`config.mk`:
```
export PLATFORM = sky130hd
export DESIGN_NAME = sha512_queue_flat
export DESIGN_NICKNAME = d
export VERILOG_FILES = /design/src/rtl/sha512_pkg.sv /design/src/rtl/sha512_if.sv /design/src/rtl/sha512_queue.sv /design/src/flat_wrapper.sv
export SDC_FILE = /design/constraint.sdc
export NUM_CORES = 1
export LEC_CHECK = 0
export CAP_MARGIN = 15
export CORE_MARGIN = 2
export CORE_UTILIZATION = 50
export CTS_BUF_LIST = sky130_fd_sc_hd__clkbuf_8
export DETAILED_ROUTE_END_ITERATION = 16
export DONT_BUFFER_PORTS = 1
export GPL_ROUTABILITY_DRIVEN = 0
export PLACE_DENSITY = 0.73
export SYNTH_ARGS = -nofsm -noshare
export SYNTH_HDL_FRONTEND = slang
export SYNTH_SLANG_ARGS = --single-unit
export TNS_END_PERCENT = 10
```
`constraint.sdc`:
```
create_clock -name clk -period 6 [get_ports clk]
set_clock_uncertainty 0.05 [all_clocks]
set_input_delay 1.2 -clock clk [delete_from_list [all_inputs] [get_ports clk]]
set_output_delay 1.2 -clock clk [all_outputs]
set_load 0.02 [all_outputs]
```
`src/rtl/sha512_pkg.sv`:
```
`default_nettype none
// ----------------------------------------------------------------------------
// SHA-512 package
// Shared types, constants and the rotate function of the SHA-512 engine.
// ----------------------------------------------------------------------------
package sha512_pkg;

  typedef struct packed {
    logic [63:0] word;
    logic [3:0]  count;
    logic        last;
  } in_item_t;

  typedef struct packed {
    logic [63:0] digest_word;
    logic [2:0]  word_index;
    logic        last_word;
  } out_item_t;

  typedef enum logic [2:0] {
    ST_IDLE,
    ST_FILL,
    ST_PAD,
    ST_ROUND,
    ST_FOLD,
    ST_EMIT
  } state_t;

  localparam logic [63:0] INIT_H [8] = '{
    64'h6a09e667f3bcc908, 64'hbb67ae8584caa73b, 64'h3c6ef372fe94f82b,
    64'ha54ff53a5f1d36f1, 64'h510e527fade682d1, 64'h9b05688c2b3e6c1f,
    64'h1f83d9abfb41bd6b, 64'h5be0cd19137e2179};

  localparam logic [63:0] ROUND_K [80] = '{
    64'h428a2f98d728ae22, 64'h7137449123ef65cd, 64'hb5c0fbcfec4d3b2f, 64'he9b5dba58189dbbc,
    64'h3956c25bf348b538, 64'h59f111f1b605d019, 64'h923f82a4af194f9b, 64'hab1c5ed5da6d8118,
    64'hd807aa98a3030242, 64'h12835b0145706fbe, 64'h243185be4ee4b28c, 64'h550c7dc3d5ffb4e2,
    64'h72be5d74f27b896f, 64'h80deb1fe3b1696b1, 64'h9bdc06a725c71235, 64'hc19bf174cf692694,
    64'he49b69c19ef14ad2, 64'hefbe4786384f25e3, 64'h0fc19dc68b8cd5b5, 64'h240ca1cc77ac9c65,
    64'h2de92c6f592b0275, 64'h4a7484aa6ea6e483, 64'h5cb0a9dcbd41fbd4, 64'h76f988da831153b5,
    64'h983e5152ee66dfab, 64'ha831c66d2db43210, 64'hb00327c898fb213f, 64'hbf597fc7beef0ee4,
    64'hc6e00bf33da88fc2, 64'hd5a79147930aa725, 64'h06ca6351e003826f, 64'h142929670a0e6e70,
    64'h27b70a8546d22ffc, 64'h2e1b21385c26c926, 64'h4d2c6dfc5ac42aed, 64'h53380d139d95b3df,
    64'h650a73548baf63de, 64'h766a0abb3c77b2a8, 64'h81c2c92e47edaee6, 64'h92722c851482353b,
    64'ha2bfe8a14cf10364, 64'ha81a664bbc423001, 64'hc24b8b70d0f89791, 64'hc76c51a30654be30,
    64'hd192e819d6ef5218, 64'hd69906245565a910, 64'hf40e35855771202a, 64'h106aa07032bbd1b8,
    64'h19a4c116b8d2d0c8, 64'h1e376c085141ab53, 64'h2748774cdf8eeb99, 64'h34b0bcb5e19b48a8,
    64'h391c0cb3c5c95a63, 64'h4ed8aa4ae3418acb, 64'h5b9cca4f7763e373, 64'h682e6ff3d6b2b8a3,
    64'h748f82ee5defb2fc, 64'h78a5636f43172f60, 64'h84c87814a1f0ab72, 64'h8cc702081a6439ec,
    64'h90befffa23631e28, 64'ha4506cebde82bde9, 64'hbef9a3f7b2c67915, 64'hc67178f2e372532b,
    64'hca273eceea26619c, 64'hd186b8c721c0c207, 64'heada7dd6cde0eb1e, 64'hf57d4f7fee6ed178,
    64'h06f067aa72176fba, 64'h0a637dc5a2c898a6, 64'h113f9804bef90dae, 64'h1b710b35131c471b,
    64'h28db77f523047d84, 64'h32caab7b40c72493, 64'h3c9ebe0a15c9bebc, 64'h431d67c49c100d4c,
    64'h4cc5d4becb3e42b6, 64'h597f299cfc657e2a, 64'h5fcb6fab3ad6faec, 64'h6c44198c4a475817};

  localparam logic [7:0] PAD_MARK = 8'h80;
  localparam logic [6:0] PAD_LEN_POS = 7'd112;

  function automatic logic [63:0] rotr(input logic [63:0] x, input int n);
    rotr = (x >> n) | (x << (64 - n));
  endfunction

endpackage
`default_nettype wire

```
`src/rtl/sha512_if.sv`:
```
`default_nettype none
// ----------------------------------------------------------------------------
// SHA-512 stream interfaces
// Valid/ready channels for message words and digest words.
// ----------------------------------------------------------------------------
interface sha512_in_if;
  logic                 valid;
  logic                 ready;
  sha512_pkg::in_item_t payload;
  modport source (output valid, output payload, input ready);
  modport sink (input valid, input payload, output ready);
endinterface

`default_nettype wire

```
`src/rtl/sha512_queue.sv`:
```
`default_nettype none
// ----------------------------------------------------------------------------
// SHA-512 input queue
// Two-entry queue that decouples word acceptance from the hash core.
// ----------------------------------------------------------------------------
module sha512_queue (
  input  wire logic       clk,
  input  wire logic       rst_n,
  sha512_in_if.sink       in_ch,
  sha512_in_if.source     q_ch
);

  sha512_pkg::in_item_t mem_r [2];
  logic       wp_r, rp_r;
  logic [1:0] cnt_r;
  logic       push, pop;

  assign in_ch.ready = (cnt_r != 2'd2);
  assign q_ch.valid  = (cnt_r != 2'd0);
  assign q_ch.payload = mem_r[rp_r];
  assign push = in_ch.valid && in_ch.ready;
  assign pop  = q_ch.valid && q_ch.ready;

  always_ff @(posedge clk) begin
    if (push) begin
      mem_r[wp_r] <= in_ch.payload;
    end
  end

  always_ff @(posedge clk) begin
    if (!rst_n) begin
      wp_r  <= 1'b0;
      rp_r  <= 1'b0;
      cnt_r <= 2'd0;
    end else begin
      if (push) wp_r <= ~wp_r;
      if (pop) rp_r <= ~rp_r;
      cnt_r <= cnt_r + {1'b0, push} - {1'b0, pop};
    end
  end

endmodule
`default_nettype wire

```
`src/flat_wrapper.sv`:
```
// flat-port wrapper written by rule: the top's interface ports become plain ports
module sha512_queue_flat 
  (clk, rst_n, in_ch_valid, in_ch_payload, in_ch_ready, q_ch_valid, q_ch_payload, q_ch_ready);
  sha512_in_if in_ch_i ();
  sha512_in_if q_ch_i ();
  input  wire logic clk;
  input  wire logic rst_n;
  input wire logic [$bits(in_ch_i.valid)-1:0] in_ch_valid;
  input wire logic [$bits(in_ch_i.payload)-1:0] in_ch_payload;
  output wire logic [$bits(in_ch_i.ready)-1:0] in_ch_ready;
  output wire logic [$bits(q_ch_i.valid)-1:0] q_ch_valid;
  output wire logic [$bits(q_ch_i.payload)-1:0] q_ch_payload;
  input wire logic [$bits(q_ch_i.ready)-1:0] q_ch_ready;
  assign in_ch_i.valid = in_ch_valid;
  assign in_ch_i.payload = in_ch_payload;
  assign in_ch_ready = in_ch_i.ready;
  assign q_ch_valid = q_ch_i.valid;
  assign q_ch_payload = q_ch_i.payload;
  assign q_ch_i.ready = q_ch_ready;
  sha512_queue u_core (.clk(clk), .rst_n(rst_n), .in_ch(in_ch_i), .q_ch(q_ch_i));
endmodule
```
==> results.md, run 1 <==
* WL final at 8150 µm
* Status: finished clean
* # port buffers at 0
* Seq cells post-synth at 143
* CTS clk-pin slew, worst paths at 80 ps
* Final Instance Area at roughly 5800 µm²
* Setup ws final at between 2000 and 3000 ps
* Synth area leader: edfxtp_1
* R2R Path End: u_core.mem_r[0][8]
* Setup TNS at 0 ps
* R2R Setup Slk at between 3000 and 4000 ps
* Max VDD drop at around 0.26 mV
* Ant diodes at 0
* Drt initial violations at 64
* Fin cells at just over 400
* Hold Crit Class: reg -> reg
* Sequential element share of the synthesized area at 0.807
* Die width at around 110 µm
* Crit start category: register
* DRC Markers at 0
* Clk_lat worst skew at 420 ps
* Critical path depth in cells at 1
* Total power at around 2.7 mW
* Hold Buf Count CTS at 0
* Initial Util at 0.512
* Distinct cells, synth at 22
* Critical Path RT at 4750 ps
* Net Count, Synth at 317
* Final hold violations at 0
* PwrDens at around 470 nW/µm²
* CP endpoint: q_ch_payload[56]
* Final core utilization at 0.566
* Post-Place Setup Slack at between 2000 and 3000 ps
* Layout cell share with drive strength beyond 1 at 0.386
* Die footprint at ~11,000 µm²
* Filler cells at roughly 800
* Post-synthesis instance total at about 240
* CP endpoint kind: output pin
* Global-route wire length before repair at 12,000 µm
* CP Cell Sequence: mux2_2
* Mapped Area at 5260 µm²
* Commonest non-fill, non-tap cell in the layout: edfxtp_1
* Area occupied by registers at ~4200 µm²
* Synth Area per Inst at 21.7 µm²
* Smallest hold slack at 462 ps
* Area grow syn2layout at 10.6%
* Total grt overflow at 0
* Clock Path Buffers at 2
* CTS tree: yes
* CTS buffer count at 17
* Commonest cells after routing, fill and taps aside: edfxtp_1, mux2_2, clkbuf_8
* CTS root buf: clkbuf_8
* Setup Crit Path Kind: reg -> out
* Largest stage delay, worst path at approximately 970 ps
* CP Max Fanout at 69
* H-Tree Depth at 4
* Core area at 10,300 µm²
* Initial antenna violation count at 0
* Routed WL per cell at 20.2 µm
* Area of the multi-input gates at approximately 950 µm²
* DRT antenna net count at 0
* First-pass DRT Iterations at 4
* Sink Count at 143
* Top Family by Delay on Critical Path: flip-flops
* Final setup violation count at 0
* RSZ-0062 raised after global routing: false
* Max cap viols at 0
* Fmax at roughly 310 MHz
* IO Count at 144
* CP Data Arrival Time at just under 2000 ps
* Tot GR Track Use at 0.146
* Relative max-transition margin at 0.355
* Cells on worst reg2reg path at 4
* Largest net degree at the start of global routing at 70
* Placed Cells at ~370
* Leakage power at about 1.9 nW
* Post-DP HPWL at about 5000 µm
* # rows at 37
* Vias per Instance at roughly 5.3
* DR vias at 2,129
* Post-route minimum period at between 3000 and 4000 ps
* Die H at between 100 and 150 µm
* Final Cycle Share at 0.534
* Share of the synthesized area in the top cell type at 0.788
* Slew Viols, Final at 0
* Synth area leaders: edfxtp_1, mux2_2, mux2_4, dfxtp_1, buf_2
* Postcts setup bufs at 0
* Worst-margin pin slew at between 900 and 1000 ps
* CP Buf/Inv Count at 0
* Number of global-route vias before repair at roughly 2,300
* DP Area at 5390 µm²
* Synth warnings at 0
* RR Startpoint: u_core.cnt_r[0]
* PostCTS Resize Cnt at 0
* Nets@finish at between 300 and 400
* Crit-path slowest cell: dfxtp_4
==> synth_stat cells, drive strengths merged <==
cell type,count
edfxtp,138
mux2,69
buf,8
dfxtp,5
and2,3
inv,3
nor2,3
ha,2
and3,1
nand2,1
nand2b,1
nand4b,1
nor2b,1
nor3,1
o21a,1
o21ai,1
or2,1
xnor2,1
xor2,1
==> report_power, final <==
group / switching, mW / total, mW / internal [mW]
Sequential: 0.102 / 1.37 / 1.27
Clock: 0.345 / 0.797 / 0.451
Combinational: 0.366 / 0.581 / 0.215
==> final cells by class <==
cell class | count | area share
timing repair buffer | 1 | 0.00129
multi-input combinational | 88 | 0.164
clock inverter | 15 | 0.0329
tap | 136 | 0.0293
sequential | 143 | 0.730
clock buffer | 17 | 0.0402
inverter | 3 | 0.00194
==> cells by family (layout without fill, tap and decap cells) <==
kind of cell	count (synthesis)	count (layout)	synth area share
AOI/OAI and AO/OA	2	2	0.00238
buffers and inverters	11	36	0.0140
adders and majority gates	2	2	0.00476
and+or+nand+nor	13	13	0.0138
DFF	143	143	0.807
xor gates and xnor gates	2	2	0.00333
muxes	69	69	0.155
==> worst min path at each step <==
stage | from | end | slack, ps | cells after the start
2_1_floorplan | u_core.wp_r | u_core.wp_r | 400 | 2
3_3_place_gp | u_core.rp_r | u_core.rp_r | 450 | 2
3_5_place_dp | u_core.rp_r | register | 450 | 2
4_1_cts | u_core.rp_r | register | 470 | 2
5_1_grt | u_core.wp_r | u_core.wp_r | 510 | 2
6_report | u_core.rp_r | register | 460 | 2
==> sequential cells by signal (all words and copies together), names as in the netlist, named ones only <==
name	flops
u_core.mem_r	138
u_core.cnt_r	2
u_core.rp_r	1
u_core.wp_r	1
==> layer usage <==
metal	part of all wire	up-vias	GRT usage	routed length (µm)
li1	-	969	-	-
met1	0.35	1041	0.147	2860
met2	0.51	105	0.244	4190
met3	0.12	14	0.0736	967
met4	0.016	0	0.0807	129
met5	0	-	0	0
No activity file was read; power rests on OpenSTA's default activity.
==> run 2, diff against run 1 <==
==> constraint.sdc (replaced) <==
create_clock -name clk -period 3.1 [get_ports clk]
set_clock_uncertainty 0.05 [all_clocks]
set_input_delay 0.62 -clock clk [delete_from_list [all_inputs] [get_ports clk]]
set_output_delay 0.62 -clock clk [all_outputs]
set_load 0.02 [all_outputs]
==> run 2 against run 1 <==
Net effect:
- count of clock-buffer cells in the layout stayed put
- sequential power is 89% higher
- setup slack worse by 2200 ps
- worst hold slack worse by 230 ps
- sequential cell count stayed put
- non-clock buffer count is 4 higher
- critical path depth is 1 higher
- die area stayed put
- clock power is 62% higher
- critical path type unchanged
- register-to-register slack worse by 2200 ps
- routed wire length is 1.1% lower
- cell count is 0.99% higher
- highest routed layer unchanged
==> results.md, run 2 (synthesis results as in run 1) <==
* Filler cells at 805
* Sequential Power Share at 0.508
* Die H at between 100 and 150 µm
* Critical Path RT at about 2400 ps
* Largest stage delay, worst path at 680 ps
* Number of global-route vias before repair at approximately 2,300
* Clk_lat worst skew at between 400 and 500 ps
* Largest net degree at the start of global routing at 70
* Post-route minimum period at 2510 ps
* Post-DP HPWL at about 5200 µm
* Combinational Power Share at 0.239
* # port buffers at 0
* DRC Markers at 0
* P_int at between 3 and 4 mW
* CTS buffer count at 17
* RSZ-0062 raised after global routing: false
* DP Area at 5440 µm²
* CP Data Arrival Time at 1840 ps
* Largest register FFs at between 100 and 150
* Die width at 107 µm
* R2R Setup Slk at around 1100 ps
* Sw Ratio at 0.298
* Clock group share of total power at 0.253
* Tot GR Track Use at 0.149
* Relative max-transition margin at 0.601
* Ant diodes at 0
* Final Cycle Share at 0.810
* DR vias at 2,137
* CP Max Fanout at 35
* Setup TNS at 0 ps
* Initial Util at 0.512
* Hold Crit Class: in -> reg
* Leakage power at around 1.9 nW
* Top reg by flops: u_core.mem_r
* Commonest non-fill, non-tap cell in the layout: edfxtp_1
* RR Startpoint: u_core.cnt_r[0]
* # rows at 37
* Layout cell share with drive strength beyond 1 at 0.373
* Total power at 5.09 mW
* PwrDens at 879 nW/µm²
* Initial antenna violation count at 0
* Status: finished clean
* CP endpoint: q_ch_payload[24]
* Top Family by Delay on Critical Path: flip-flops
* R2R Path End: u_core.mem_r[0][0]
* CTS tree: yes
* Max cap viols at 0
* Drt initial violations at 84
* Die footprint at ~11,000 µm²
* Nets@finish at between 300 and 400
* Critical path depth in cells at 2
* Final hold violations at 0
* H-Tree Depth at 4
* Worst-margin pin slew at around 600 ps
* CTS clk-pin slew, worst paths at ~70 ps
* Postcts setup bufs at 0
* First-pass DRT Iterations at 4
* CP endpoint kind: output pin
* CTS root buf: clkbuf_8
* Vias per Instance at ~5.3
* DRT antenna net count at 0
* Hold depth at 0
* Cells on worst reg2reg path at 4
* Regs by FF count: u_core.mem_r: 138 flops, u_core.cnt_r: 2 flops
* Core area at 10,300 µm²
* Commonest cells after routing, fill and taps aside: edfxtp_1, mux2_2, clkbuf_8
* IO Count at ~140
* Fmax at approximately 400 MHz
* Final setup violation count at 0
* WL final at 8070 µm
* Switch Pwr at about 1.5 mW
* PostCTS Resize Cnt at 0
* Max VDD drop at 0.497 mV
* CP Buf/Inv Count at 1
* Area grow syn2layout at 10.1%
* Crit-path slowest cell: dfxtp_4
* Setup Crit Path Kind: reg -> out
* Crit start category: register
* Slew Viols, Final at 0
* Hold Buf Count CTS at 0
* Final Instance Area at slightly below 6000 µm²
* Global-route wire length before repair at 11,800 µm
* Sink Count at ~140
* Total grt overflow at 0
* CP Cell Sequence: buf_4, mux2_2
* Routed WL per cell at about 20 µm
* Clock Path Buffers at 2
-- run 2: changes by cell type in the layout (fill, tap and decap cells not counted), sizes merged --
cell | before | now
buf | 1 | 5
clkinv | 5 | 8
bufinv | 4 | 2
clkinvlp | 2 | 0
inv | 7 | 8
-- run 2: stage by stage --
step / util / worst slack [ps] / std cells / hold slack [ps]
4_1_cts: 0.563 / 507 / 407 / 191
2_1_floorplan: - / 296 / 242 / 431
5_1_grt: 0.563 / 427 / 407 / 186
6_report: 0.563 / 589 / 407 / 233
3_5_place_dp: 0.530 / 994 / 375 / 452
3_3_place_gp: 0.530 / 1020 / 375 / 449
-- run 2: worst min-delay path by stage --
stage	from	endpoint	slack [ps]
2_1_floorplan	u_core.rp_r	register	430
3_3_place_gp	u_core.rp_r	u_core.rp_r	450
3_5_place_dp	u_core.rp_r	register	450
4_1_cts	in_ch_payload[9]	u_core.mem_r[0][9]	190
5_1_grt	in_ch_payload[9]	u_core.mem_r[1][9]	190
6_report	in_ch_payload[16]	u_core.mem_r[1][16]	230
-- run 2: metal layers --
layer  global-route usage  share of wire
met4               0.0835          0.020
met2                0.243           0.51
met5                    0              0
met3               0.0975           0.13
met1                0.141           0.33
-- run 2: cell type report --
class                      count  area, µm²  share of cell area
clock buffer                  17        234              0.0404
multi-input combinational     88        951               0.164
sequential                   143       4250               0.734
clock inverter                15        114              0.0197
inverter                       3       11.3             0.00194
timing repair buffer           5       62.6              0.0108
tap                          136        170              0.0294
-- run 2: power by group through the flow --
stage                     logic, mW  registers (mW)  clock network, mW
after CTS                      1.24            2.59               1.34
after floorplan                1.15            2.54                  0
after global routing           1.29            2.62               1.41
final                          1.22            2.59               1.29
after detailed placement       1.23            2.64                  0
after global placement         1.22            2.62                  0
